### config.mk
export PLATFORM = sky130hd
export DESIGN_NAME = periodic_task_dispatcher_flat
export DESIGN_NICKNAME = d
export VERILOG_FILES = /design/src/hw/rtl/pdisp_pkg.sv /design/src/hw/rtl/pdisp_if.sv /design/src/hw/rtl/pdisp_ctrl.sv /design/src/hw/rtl/pdisp_datapath.sv /design/src/hw/rtl/periodic_task_dispatcher.sv /design/src/flat_wrapper.sv
export SDC_FILE = /design/constraint.sdc
export NUM_CORES = 1
export LEC_CHECK = 0
export BUFFER_PORTS_ARGS = -buffer_cell sky130_fd_sc_hd__buf_4
export CAP_MARGIN = 20
export CORE_ASPECT_RATIO = 2
export CORE_MARGIN = 4
export CORE_UTILIZATION = 60
export DETAILED_ROUTE_END_ITERATION = 10
export PLACE_DENSITY = 0.82
export SLEW_MARGIN = 40
export SYNTH_ARGS = -nofsm -noshare
export SYNTH_HDL_FRONTEND = slang
export SYNTH_HIERARCHICAL = 1
export SYNTH_SLANG_ARGS = --single-unit
### constraint.sdc
create_clock -name clock -period 14 [get_ports clock]
set_input_delay 2.8 -clock clock [delete_from_list [all_inputs] [get_ports clock]]
set_output_delay 2.8 -clock clock [all_outputs]
set_load 0.05 [all_outputs]
### src/hw/rtl/pdisp_pkg.sv
// Package for the periodic task dispatcher.
// Sizes, operation and result codes, and controller/datapath command and status types.
// No dependencies.
package pdisp_pkg;

   localparam int TASK_SLOTS = 8;
   localparam int SLOT_CAP   = (TASK_SLOTS < 8) ? TASK_SLOTS : 8;
   localparam int IDX_W      = 3;
   localparam int CNT_W      = 4;
   localparam int TIME_W     = 32;

   localparam logic OP_REGISTER = 1'b0;
   localparam logic OP_RUN      = 1'b1;

   localparam logic KIND_REG = 1'b0;
   localparam logic KIND_RUN = 1'b1;

   localparam logic STAT_OK     = 1'b0;
   localparam logic STAT_REJECT = 1'b1;

   typedef struct packed {
      logic capture;
      logic do_reg;
      logic scan_step;
      logic scan_finish;
   } cmd_type;

   typedef struct packed {
      logic out_free;
      logic scan_more;
   } stat_type;

endpackage

### src/hw/rtl/pdisp_if.sv
// Valid/ready channel interfaces for the dispatcher request and response.
// Depends on pdisp_pkg.
interface pdisp_req_if
   import pdisp_pkg::*;
   ();
   logic              valid;
   logic              ready;
   logic              op;
   logic              callback_present;
   logic [TIME_W-1:0] period;
   logic [TIME_W-1:0] now_time;

   modport source (output valid, op, callback_present, period, now_time, input ready);
   modport sink   (input valid, op, callback_present, period, now_time, output ready);
endinterface

interface pdisp_rsp_if
   import pdisp_pkg::*;
   ();
   logic             valid;
   logic             ready;
   logic             kind;
   logic             status;
   logic [IDX_W-1:0] task_index;
   logic             due_valid;
   logic             last;

   modport source (output valid, kind, status, task_index, due_valid, last, input ready);
   modport sink   (input valid, kind, status, task_index, due_valid, last, output ready);
endinterface

### src/hw/rtl/pdisp_ctrl.sv
// Dispatcher controller: sequences registration and run scans.
// Depends on pdisp_pkg; drives commands to pdisp_datapath.
module pdisp_ctrl
   import pdisp_pkg::*;
(
   input  logic     clock,
   input  logic     reset,
   input  logic     req_valid,
   input  logic     req_op,
   output logic     req_ready,
   input  stat_type stat,
   output cmd_type  cmd
);

   typedef enum logic [2:0] {
      S_IDLE = 3'b001,
      S_REG  = 3'b010,
      S_SCAN = 3'b100
   } state_type;

   state_type state_ff, state_in;

   always_comb begin
      state_in  = state_ff;
      cmd       = '0;
      req_ready = 1'b0;
      unique case (state_ff)
         S_IDLE: begin
            req_ready = 1'b1;
            if (req_valid) begin
               cmd.capture = 1'b1;
               state_in    = (req_op == OP_RUN) ? S_SCAN : S_REG;
            end
         end
         S_REG: begin
            if (stat.out_free) begin
               cmd.do_reg = 1'b1;
               state_in   = S_IDLE;
            end
         end
         S_SCAN: begin
            if (stat.out_free) begin
               if (stat.scan_more) begin
                  cmd.scan_step = 1'b1;
               end else begin
                  cmd.scan_finish = 1'b1;
                  state_in        = S_IDLE;
               end
            end
         end
         default: state_in = S_IDLE;
      endcase
   end

   always_ff @(posedge clock) begin
      if (reset) begin
         state_ff <= S_IDLE;
      end else begin
         state_ff <= state_in;
      end
   end

endmodule

### src/hw/rtl/pdisp_datapath.sv
// Dispatcher datapath: task tables, scan index, due test and response register.
// Depends on pdisp_pkg; commanded by pdisp_ctrl.
module pdisp_datapath
   import pdisp_pkg::*;
(
   input  logic              clock,
   input  logic              reset,
   input  cmd_type           cmd,
   output stat_type          stat,
   input  logic              req_callback_present,
   input  logic [TIME_W-1:0] req_period,
   input  logic [TIME_W-1:0] req_now_time,
   output logic              rsp_valid,
   input  logic              rsp_ready,
   output logic              rsp_kind,
   output logic              rsp_status,
   output logic [IDX_W-1:0]  rsp_task_index,
   output logic              rsp_due_valid,
   output logic              rsp_last
);

   localparam logic [CNT_W-1:0] SLOT_LIMIT = CNT_W'(SLOT_CAP);

   logic [TIME_W-1:0] period_mem [SLOT_CAP];
   logic [TIME_W-1:0] last_run_mem [SLOT_CAP];

   logic              cb_ff;
   logic [TIME_W-1:0] period_ff;
   logic [TIME_W-1:0] now_ff;
   logic [CNT_W-1:0]  count_ff, count_in;
   logic [CNT_W-1:0]  idx_ff, idx_in;
   logic              pend_valid_ff, pend_valid_in;
   logic [IDX_W-1:0]  pend_idx_ff, pend_idx_in;

   logic              out_valid_ff, out_valid_in;
   logic              out_kind_ff, out_kind_in;
   logic              out_status_ff, out_status_in;
   logic [IDX_W-1:0]  out_index_ff, out_index_in;
   logic              out_due_ff, out_due_in;
   logic              out_last_ff, out_last_in;

   logic [IDX_W-1:0]  slot;
   logic [TIME_W-1:0] elapsed;
   logic              due;
   logic              reject;
   logic              push;

   assign slot    = idx_ff[IDX_W-1:0];
   assign elapsed = now_ff - last_run_mem[slot];
   assign due     = elapsed >= period_mem[slot];
   assign reject  = !cb_ff || (period_ff == '0) || (count_ff >= SLOT_LIMIT);

   assign stat.out_free  = !out_valid_ff || rsp_ready;
   assign stat.scan_more = idx_ff < count_ff;

   always_comb begin
      count_in      = count_ff;
      idx_in        = idx_ff;
      pend_valid_in = pend_valid_ff;
      pend_idx_in   = pend_idx_ff;
      push          = 1'b0;
      out_kind_in   = out_kind_ff;
      out_status_in = out_status_ff;
      out_index_in  = out_index_ff;
      out_due_in    = out_due_ff;
      out_last_in   = out_last_ff;
      if (cmd.capture) begin
         idx_in        = '0;
         pend_valid_in = 1'b0;
      end
      if (cmd.do_reg) begin
         push          = 1'b1;
         out_kind_in   = KIND_REG;
         out_due_in    = 1'b0;
         out_last_in   = 1'b1;
         if (reject) begin
            out_status_in = STAT_REJECT;
            out_index_in  = '0;
         end else begin
            out_status_in = STAT_OK;
            out_index_in  = count_ff[IDX_W-1:0];
            count_in      = count_ff + CNT_W'(1);
         end
      end
      if (cmd.scan_step) begin
         idx_in = idx_ff + CNT_W'(1);
         if (due) begin
            pend_valid_in = 1'b1;
            pend_idx_in   = slot;
            if (pend_valid_ff) begin
               push          = 1'b1;
               out_kind_in   = KIND_RUN;
               out_status_in = STAT_OK;
               out_index_in  = pend_idx_ff;
               out_due_in    = 1'b1;
               out_last_in   = 1'b0;
            end
         end
      end
      if (cmd.scan_finish) begin
         push          = 1'b1;
         pend_valid_in = 1'b0;
         out_kind_in   = KIND_RUN;
         out_status_in = STAT_OK;
         out_index_in  = pend_valid_ff ? pend_idx_ff : '0;
         out_due_in    = pend_valid_ff;
         out_last_in   = 1'b1;
      end
      out_valid_in = push || (out_valid_ff && !rsp_ready);
   end

   always_ff @(posedge clock) begin
      if (reset) begin
         count_ff      <= '0;
         idx_ff        <= '0;
         pend_valid_ff <= 1'b0;
         out_valid_ff  <= 1'b0;
      end else begin
         count_ff      <= count_in;
         idx_ff        <= idx_in;
         pend_valid_ff <= pend_valid_in;
         out_valid_ff  <= out_valid_in;
      end
   end

   always_ff @(posedge clock) begin
      pend_idx_ff   <= pend_idx_in;
      out_kind_ff   <= out_kind_in;
      out_status_ff <= out_status_in;
      out_index_ff  <= out_index_in;
      out_due_ff    <= out_due_in;
      out_last_ff   <= out_last_in;
      if (cmd.capture) begin
         cb_ff     <= req_callback_present;
         period_ff <= req_period;
         now_ff    <= req_now_time;
      end
      if (cmd.do_reg && !reject) begin
         period_mem[count_ff[IDX_W-1:0]]   <= period_ff;
         last_run_mem[count_ff[IDX_W-1:0]] <= now_ff;
      end
      if (cmd.scan_step && due) begin
         last_run_mem[slot] <= now_ff;
      end
   end

   assign rsp_valid      = out_valid_ff;
   assign rsp_kind       = out_kind_ff;
   assign rsp_status     = out_status_ff;
   assign rsp_task_index = out_index_ff;
   assign rsp_due_valid  = out_due_ff;
   assign rsp_last       = out_last_ff;

   a_count_cap: assert property (@(posedge clock) disable iff (reset)
      count_ff <= SLOT_LIMIT)
      else $error("task count above slot limit");

   a_push_free: assert property (@(posedge clock) disable iff (reset)
      push |-> (!out_valid_ff || rsp_ready))
      else $error("response overwritten while held");

   a_pend_idx: assert property (@(posedge clock) disable iff (reset)
      pend_valid_ff |-> ({1'b0, pend_idx_ff} < count_ff))
      else $error("pending due slot beyond table");

   a_idx_bound: assert property (@(posedge clock) disable iff (reset)
      idx_ff <= count_ff)
      else $error("scan index past task count");

endmodule

### src/hw/rtl/periodic_task_dispatcher.sv
// Periodic task dispatcher top level: controller plus datapath.
// Registration: S_REG registers the result once the response register is free; a request
// is taken only back in S_IDLE. Run scan: one step per registered task through the single
// table read port, then a closing step; each step waits while a held response is not taken.
// Synchronous reset empties the task table; table contents are not cleared.
// Depends on pdisp_pkg, pdisp_if, pdisp_ctrl and pdisp_datapath.
module periodic_task_dispatcher
   import pdisp_pkg::*;
(
   input  logic        clock,
   input  logic        reset,
   pdisp_req_if.sink   req_ch,
   pdisp_rsp_if.source rsp_ch
);

   cmd_type  cmd;
   stat_type stat;

   pdisp_ctrl u_ctrl (
      .clock     (clock),
      .reset     (reset),
      .req_valid (req_ch.valid),
      .req_op    (req_ch.op),
      .req_ready (req_ch.ready),
      .stat      (stat),
      .cmd       (cmd)
   );

   pdisp_datapath u_datapath (
      .clock                (clock),
      .reset                (reset),
      .cmd                  (cmd),
      .stat                 (stat),
      .req_callback_present (req_ch.callback_present),
      .req_period           (req_ch.period),
      .req_now_time         (req_ch.now_time),
      .rsp_valid            (rsp_ch.valid),
      .rsp_ready            (rsp_ch.ready),
      .rsp_kind             (rsp_ch.kind),
      .rsp_status           (rsp_ch.status),
      .rsp_task_index       (rsp_ch.task_index),
      .rsp_due_valid        (rsp_ch.due_valid),
      .rsp_last             (rsp_ch.last)
   );

endmodule

### src/flat_wrapper.sv
// flat-port wrapper written by rule: the top's interface ports become plain ports
module periodic_task_dispatcher_flat import pdisp_pkg::*;
  (clock, reset, req_ch_valid, req_ch_op, req_ch_callback_present, req_ch_period, req_ch_now_time, req_ch_ready, rsp_ch_valid, rsp_ch_kind, rsp_ch_status, rsp_ch_task_index, rsp_ch_due_valid, rsp_ch_last, rsp_ch_ready);
  pdisp_req_if req_ch_i ();
  pdisp_rsp_if rsp_ch_i ();
  input  logic clock;
  input  logic reset;
  input wire logic [$bits(req_ch_i.valid)-1:0] req_ch_valid;
  input wire logic [$bits(req_ch_i.op)-1:0] req_ch_op;
  input wire logic [$bits(req_ch_i.callback_present)-1:0] req_ch_callback_present;
  input wire logic [$bits(req_ch_i.period)-1:0] req_ch_period;
  input wire logic [$bits(req_ch_i.now_time)-1:0] req_ch_now_time;
  output wire logic [$bits(req_ch_i.ready)-1:0] req_ch_ready;
  output wire logic [$bits(rsp_ch_i.valid)-1:0] rsp_ch_valid;
  output wire logic [$bits(rsp_ch_i.kind)-1:0] rsp_ch_kind;
  output wire logic [$bits(rsp_ch_i.status)-1:0] rsp_ch_status;
  output wire logic [$bits(rsp_ch_i.task_index)-1:0] rsp_ch_task_index;
  output wire logic [$bits(rsp_ch_i.due_valid)-1:0] rsp_ch_due_valid;
  output wire logic [$bits(rsp_ch_i.last)-1:0] rsp_ch_last;
  input wire logic [$bits(rsp_ch_i.ready)-1:0] rsp_ch_ready;
  assign req_ch_i.valid = req_ch_valid;
  assign req_ch_i.op = req_ch_op;
  assign req_ch_i.callback_present = req_ch_callback_present;
  assign req_ch_i.period = req_ch_period;
  assign req_ch_i.now_time = req_ch_now_time;
  assign req_ch_ready = req_ch_i.ready;
  assign rsp_ch_valid = rsp_ch_i.valid;
  assign rsp_ch_kind = rsp_ch_i.kind;
  assign rsp_ch_status = rsp_ch_i.status;
  assign rsp_ch_task_index = rsp_ch_i.task_index;
  assign rsp_ch_due_valid = rsp_ch_i.due_valid;
  assign rsp_ch_last = rsp_ch_i.last;
  assign rsp_ch_i.ready = rsp_ch_ready;
  periodic_task_dispatcher u_core (.clock(clock), .reset(reset), .req_ch(req_ch_i), .rsp_ch(rsp_ch_i));
endmodule
-- After elaboration in Yosys (flattened, before gate mapping)
Memory sizes are Yosys's and may differ from the RTL's. A register that Yosys moved wholly into a read port is not among the register bits.
Index checks and enable logic that the tools add are counted.
- bits in latches: 0
- memories kept: 2
- ROM bits: 0
- input bits: 70
- bits in writable memories: 512
- bits in registers: 88
- bitwise logic cells: 1
- muxes and demuxes: 61
- div/mod/pow operators: 0
- $lt $le $gt $ge: 3
- shift-type cells: 0
- add/sub/neg operators: 3
- multipliers: 0
- reductions and logical operators: 18
- eq/ne operators: 7
- memories (name ; words ; width ; read ports ; clocked after memory_dff ; wr ports ; line ; RTL):
    u_core.u_datapath.last_run_mem ; 8 ; 32 ; 1 ; 1 ; 1 ; pdisp_datapath.sv:25 ; logic [TIME_W-1:0] last_run_mem [SLOT_CAP];
    u_core.u_datapath.period_mem ; 8 ; 32 ; 1 ; 1 ; 1 ; pdisp_datapath.sv:24 ; logic [TIME_W-1:0] period_mem [SLOT_CAP];
- operators by type and width (cell ; count):
    two-way mux 3 bit ; 17
    two-way mux 1 bit ; 38
    greater-or-equal comparator 32 bit ; 1
    logical NOT 32 bit ; 1
    two-way mux 32 bit ; 1
    OR reduction 32 bit ; 1
    subtractor 32 bit ; 1
    one-hot mux 3 bit (3 select lines) ; 1
    adder 4 x 1 -> 4 bit (second input constant) ; 2
    two-way mux 4 bit ; 2
    greater-or-equal comparator 4 bit (second input constant) ; 1
    logical NOT 1 bit ; 4
    logical OR 1 bit ; 4
    less-than comparator 4 bit ; 1
    two-way mux 2 bit ; 2
    != test 2 x 1 -> 1 bit (second input constant) ; 2
    != test 2 bit (second input constant) ; 2
    AND reduction 2 bit ; 2
    AND reduction 4 bit ; 1
    == test 3 x 1 -> 1 bit (second input constant) ; 1
    == test 3 x 2 -> 1 bit (second input constant) ; 1
    == test 3 bit (second input constant) ; 1
    logical AND 1 bit ; 3
    nonzero test 2 bit ; 1
    other kinds (2) ; 2

-- Longest topological paths before layout
- depth in word-level cells: 10
- gate-level depth with buffers: 25
- depth with buffers taken out: 23

-- Cells and area by module
Netlist, hierarchy kept.
- by module, submodules not included (module ; cells an instance ; times used ; area each (µm²)):
    pdisp_datapath ; 1194 ; 1 ; 24207.0
    pdisp_ctrl ; 21 ; 1 ; 171.4

-- Least setup slack after synthesis
No wires, ideal clock.
- kind: register to register
- start point: register (tool-made name)
- end point: memory u_core.u_datapath.last_run_mem[4][0], enable pin
- data required time: 13.528 ns
- setup time: 0.472 ns
- data arrival time: 7.666 ns
- cell stages (with the launch flop): 24
- clock period less this slack: 8.138 ns
- path slack: 5.862 ns
- path through: dfxtp_1 clkbuf_1 buf_2 buf_2 mux4_2 mux2i_1 ha_1 o211ai_2 a21oi_1 o41a_1 a2111o_1 a31o_1 a21oi_2 o21a_2 o311ai_1 xnor2_1 ha_1 nand4_1 nor2_1 nand3_1 a211o_1 a21oi_1 o31ai_2 o32ai_1
- RTL lines (what ; line):
    end: declaration ; pdisp_datapath.sv:25

==> metrics.log <==
[metrics] utilization after layout: 68.27%
[metrics] area inside the core boundary: 40,210 um^2
[metrics] transition at the pin with the smallest max-transition slack: 845.1 ps
[metrics] relative contribution of sequential cells to total power: 56.6%
[metrics] Register-to-Register Setup Slack: 6410 ps
[metrics] data required time of the critical path: 14,250 ps
[metrics] CTS H-tree depth: 2
[metrics] detailed-route vias per instance: 6.335
[metrics] Detailed Place HPWL: about 30,000 um
[metrics] clk root buf: clkbuf_16
[metrics] clock network fraction of design power: around two fifths
[metrics] number of search-and-repair iterations in the first detailed-routing pass: 5
[metrics] latest clock arrival within the worst-skew pair: approximately 580 ps
[metrics] post-synth cell types: 61
[metrics] mean routed wirelength per cell: 26.80 um
[metrics] placed cell count: 1,802
[metrics] Post-CTS Repair Setup Buffers: 0
[metrics] DRC violation total after the first TritonRoute iteration: ~890
[metrics] relative contribution of combinational cells to total power: about 4.0%
[metrics] wire length reported by the detailed router: 50,740 um
[metrics] TritonCTS Buffers: 49
[metrics] sequential cell area fraction in the yosys report: 73.33%
[metrics] layout-stage area growth over the synthesis result: 12.60%
[metrics] die outline width: 150.5 um
[metrics] setup repair after global routing missed its margin: no
[metrics] clock tree skew after final layout: 27.12 ps
[metrics] total of hold buffers inserted after clock tree synthesis: 0
[metrics] Endpoint, Worst Hold: u_core/u_datapath/rsp_kind$_SDFF_PP1_
[metrics] number of input and output port buffers inserted: 78
[metrics] Crit Path Max Fanout: 32
[metrics] pwr/cell area: 131.1 nW/um^2
[metrics] switching power total: 0.7457 mW
[metrics] max-slew violation count: 0
[metrics] clk slew on worst S/H paths: 70 ps
[metrics] CP startpoint kind: flip-flop
[metrics] aggregate global routing overflow: 0
[metrics] share of post-route cells with drive strength above 1: 24.80%
[metrics] final critical-path required period: 7585 ps
[metrics] via count of the first global-routing pass: 12,880
[metrics] Highest Clock Rate: 131.8 MHz
[metrics] fraction of registers with async set or reset after synthesis: 0%
[metrics] DRC: 0
[metrics] Mean Syn Cell Area: 20.06 um^2
[metrics] R2R Path End: u_core/u_datapath/last_run_mem[3][22]$_DFFE_PP_
[metrics] worst hold margin: 459.1 ps
[metrics] clk sink count: around 600
[metrics] dominant synthesized flop cell: edfxtp_1
[metrics] fraction of the cycle the final worst path needs: a little over half
[metrics] logic depth of the worst register-to-register path: 23
[metrics] number of antenna violations at the first check in global routing: 0
[metrics] starting utilization of the core area: 60.63%
[metrics] number of cells on the worst hold path: 2
[metrics] endpoint class of the critical path: flip-flop
[metrics] largest net degree at the start of global routing: 52
[metrics] number of enable-type register cells in the synthesized netlist: between 500 and 600
[metrics] wire length of the first global-routing pass: 77,590 um
[metrics] synthesized netlist net count: 1,356
[metrics] register bit count reported by yosys: 603
[metrics] post-synth top area cell: edfxtp_1
[metrics] yosys warns: 6
[metrics] full die area: 44,110 um^2
[metrics] nets: roughly 1,500
[metrics] clock tree from TritonCTS: yes
[metrics] relative slew slack: 43.66%
[metrics] area taken by flip-flops and latches: 17,890 um^2
[metrics] mapped cell area: 24,380 um^2
[metrics] switching part of the total: 20.72%
[metrics] number of rows created at floorplan: 104
[metrics] Final Hold Vio Count: 0
[metrics] result of the run: completed
[metrics] critical setup path kind: flip-flop to flip-flop
[metrics] Max Cap Viol: 0
[metrics] number of vias in the routed layout: between 10,000 and 15,000
[metrics] number of buffers on the longest clock path: 3
[metrics] power after layout: 3.599 mW
[metrics] Max VDD drop: between 0.1 and 0.15 mV
[metrics] final antenna diode count: 0
[metrics] DRT antenna net count: 0
[metrics] startpoint of the worst hold path: u_core/u_datapath/rsp_kind$_SDFF_PP1_
[metrics] class of the tightest hold or removal check: flip-flop to flip-flop
[metrics] filler-free cell count of the finished design: 1,893
[metrics] setup violation total in the final timing report: 0
[metrics] standby leakage power: 8.857 nW
[metrics] GP Congestion: 0.8929
[metrics] final-layout setup total negative slack: 0 ps
[metrics] Post-CTS Resized: 0
[metrics] combined global-route utilization of all metal layers: 23.76%
[metrics] Area contributors post-synth: edfxtp_1 (71%), mux4_2 (12%), ha_1 (3.6%)
[metrics] Internal Dissipation: 2.853 mW
[metrics] multi-input gate area in the final layout: 6401 um^2
[metrics] final-layout fill cell count: 2,473
[metrics] arrival time at the worst endpoint: roughly 7800 ps
[metrics] Chip Height: 293.1 um
[metrics] cell count after synthesis: about 1,200
[metrics] post-synth top area share: 71.44%
[metrics] ports placed on the boundary: 79
==> state kept, by name, indices dropped and copies added, names as in the netlist, 3 cells and up, named ones only <==
register / flops
u_core/u_datapath/rsp_task_index: 3
u_core/u_datapath/period_ff: 32
u_core/u_datapath/period_mem: 256
u_core/u_datapath/pend_idx_ff: 3
u_core/u_ctrl/state_ff: 3
u_core/u_datapath/count_ff: 4
u_core/u_datapath/idx_ff: 4
u_core/u_datapath/now_ff: 32
u_core/u_datapath/last_run_mem: 256
==> worst max-delay path, stage by stage (launching register included) <==
cell     delay [ps]
dfxtp_4         720
buf_4           600
buf_4           600
mux4_2          590
mux2i_1         240
ha_1            360
a21o_1          210
a21o_1          170
a21oi_1         150
o21ai_1         150
a31o_2          300
a21o_1          190
a21oi_1         180
xnor2_1         150
ha_1            270
a21o_1          200
a21oi_1         140
o21ai_0         100
a21o_1          180
a32o_1          270
o31ai_4         560
inv_2           220
a41o_1          300
buf_4           310
==> Yosys cell counts, types with 3 or more instances <==
| master | number |
|---|---|
| o21bai_1 | 5 |
| ha_1 | 70 |
| nand4_1 | 10 |
| a31oi_1 | 3 |
| mux2i_1 | 64 |
| edfxtp_1 | 580 |
| clkbuf_1 | 25 |
| nor2_1 | 36 |
| a21oi_1 | 36 |
| nor3b_1 | 6 |
| xnor2_1 | 22 |
| buf_1 | 15 |
| nor4_1 | 9 |
| xor2_1 | 11 |
| mux4_2 | 128 |
| nand2b_1 | 9 |
| a21o_1 | 31 |
| a211oi_1 | 3 |
| dfxtp_1 | 23 |
| nand3_1 | 12 |
| nand2_1 | 17 |
| o21ai_1 | 9 |
| inv_1 | 20 |
| a31o_2 | 4 |
| nor3_1 | 5 |
| a22o_1 | 5 |
| a41o_1 | 3 |
| o21ai_0 | 12 |
==> how the worst max path moves through the flow <==
| stage | start | endpoint | slack (ps) | cells after the start |
|---|---|---|---|---|
| CTS | flip-flop | u_core/u_datapath/last_run_mem[5][18]$_DFFE_PP_ | 6270 | 25 |
| detailed placement | flip-flop | u_core/u_datapath/last_run_mem[5][26]$_DFFE_PP_ | 6300 | 25 |
| global placement | flip-flop | u_core/u_datapath/last_run_mem[0][24]$_DFFE_PP_ | 6160 | 24 |
| global route | flip-flop | u_core/u_datapath/last_run_mem[3][18]$_DFFE_PP_ | 6000 | 23 |
| floorplan | flip-flop | u_core/u_datapath/last_run_mem[4][0]$_DFFE_PP_ | 5860 | 23 |
| finish | flip-flop | u_core/u_datapath/last_run_mem[3][22]$_DFFE_PP_ | 6410 | 23 |
==> metrics by stage <==
stage | instance area (um^2) | setup WS (ps)
after CTS | 27450 | 6272
after floorplan | 24380 | 5862
after global placement | 25740 | 6160
final | 27450 | 6415
after detailed placement | 25770 | 6302
after global routing | 27450 | 6002
==> cells by family after synthesis <==
logic type | Yosys count | synth area share, %
buffers and inverters | 63 | 0.9803
multiplexers | 194 | 14.55
AO/OA/AOI/OAI | 140 | 3.973
AND/OR/NAND/NOR | 111 | 2.310
adder cells (fa/ha/maj) | 71 | 3.675
XOR/XNOR | 33 | 1.186
flip-flops | 603 | 73.33
==> cell type report <==
class / count / share of cell area (%)
Sequential cell: 603 / 65.17
Multi-Input combinational cell: 549 / 23.32
Clock buffer: 61 / 4.968
Timing Repair Buffer: 99 / 2.721
Tap cell: 530 / 2.416
Clock inverter: 30 / 1.121
Inverter: 21 / 0.2872
==> power by group through the flow <==
| stage | clock network [mW] | logic (mW) | registers (mW) |
|---|---|---|---|
| 6_report | 1.42 | 0.143 | 2.04 |
| 5_1_grt | 1.51 | 0.155 | 2.04 |
| 4_1_cts | 1.44 | 0.143 | 2.04 |
| 3_3_place_gp | 0 | 0.136 | 2.07 |
| 2_1_floorplan | 0 | 0.0761 | 2.08 |
| 3_5_place_dp | 0 | 0.140 | 2.08 |
==> metal layers <==
| metal | vias up | share of wire, % | GRT usage (%) |
|---|---|---|---|
| li1 | 5222 | - | - |
| met5 | - | 0 | 0 |
| met2 | 433 | 55 | 42.29 |
| met1 | 6206 | 36 | 28.98 |
| met3 | 132 | 4.6 | 2.870 |
| met4 | 0 | 4.8 | 10.61 |
==> layout by cell type (no fill, tap or decap), types with 8 or more instances in the layout <==
cell type  instances
edfxtp_1         580
mux4_2           128
buf_4             98
ha_1              70
mux2i_1           64
clkbuf_16         51
a21oi_1           36
a21o_1            31
nor2_1            30
xnor2_1           22
inv_1             20
dfxtp_1           20
nand2_1           17
nand3_1           12
o21ai_0           12
clkinv_2          11
xor2_1            11
nand4_1           10
o21ai_1            9
nand2b_1           9
nor4_1             8
Power figures use the tool's default switching activity.
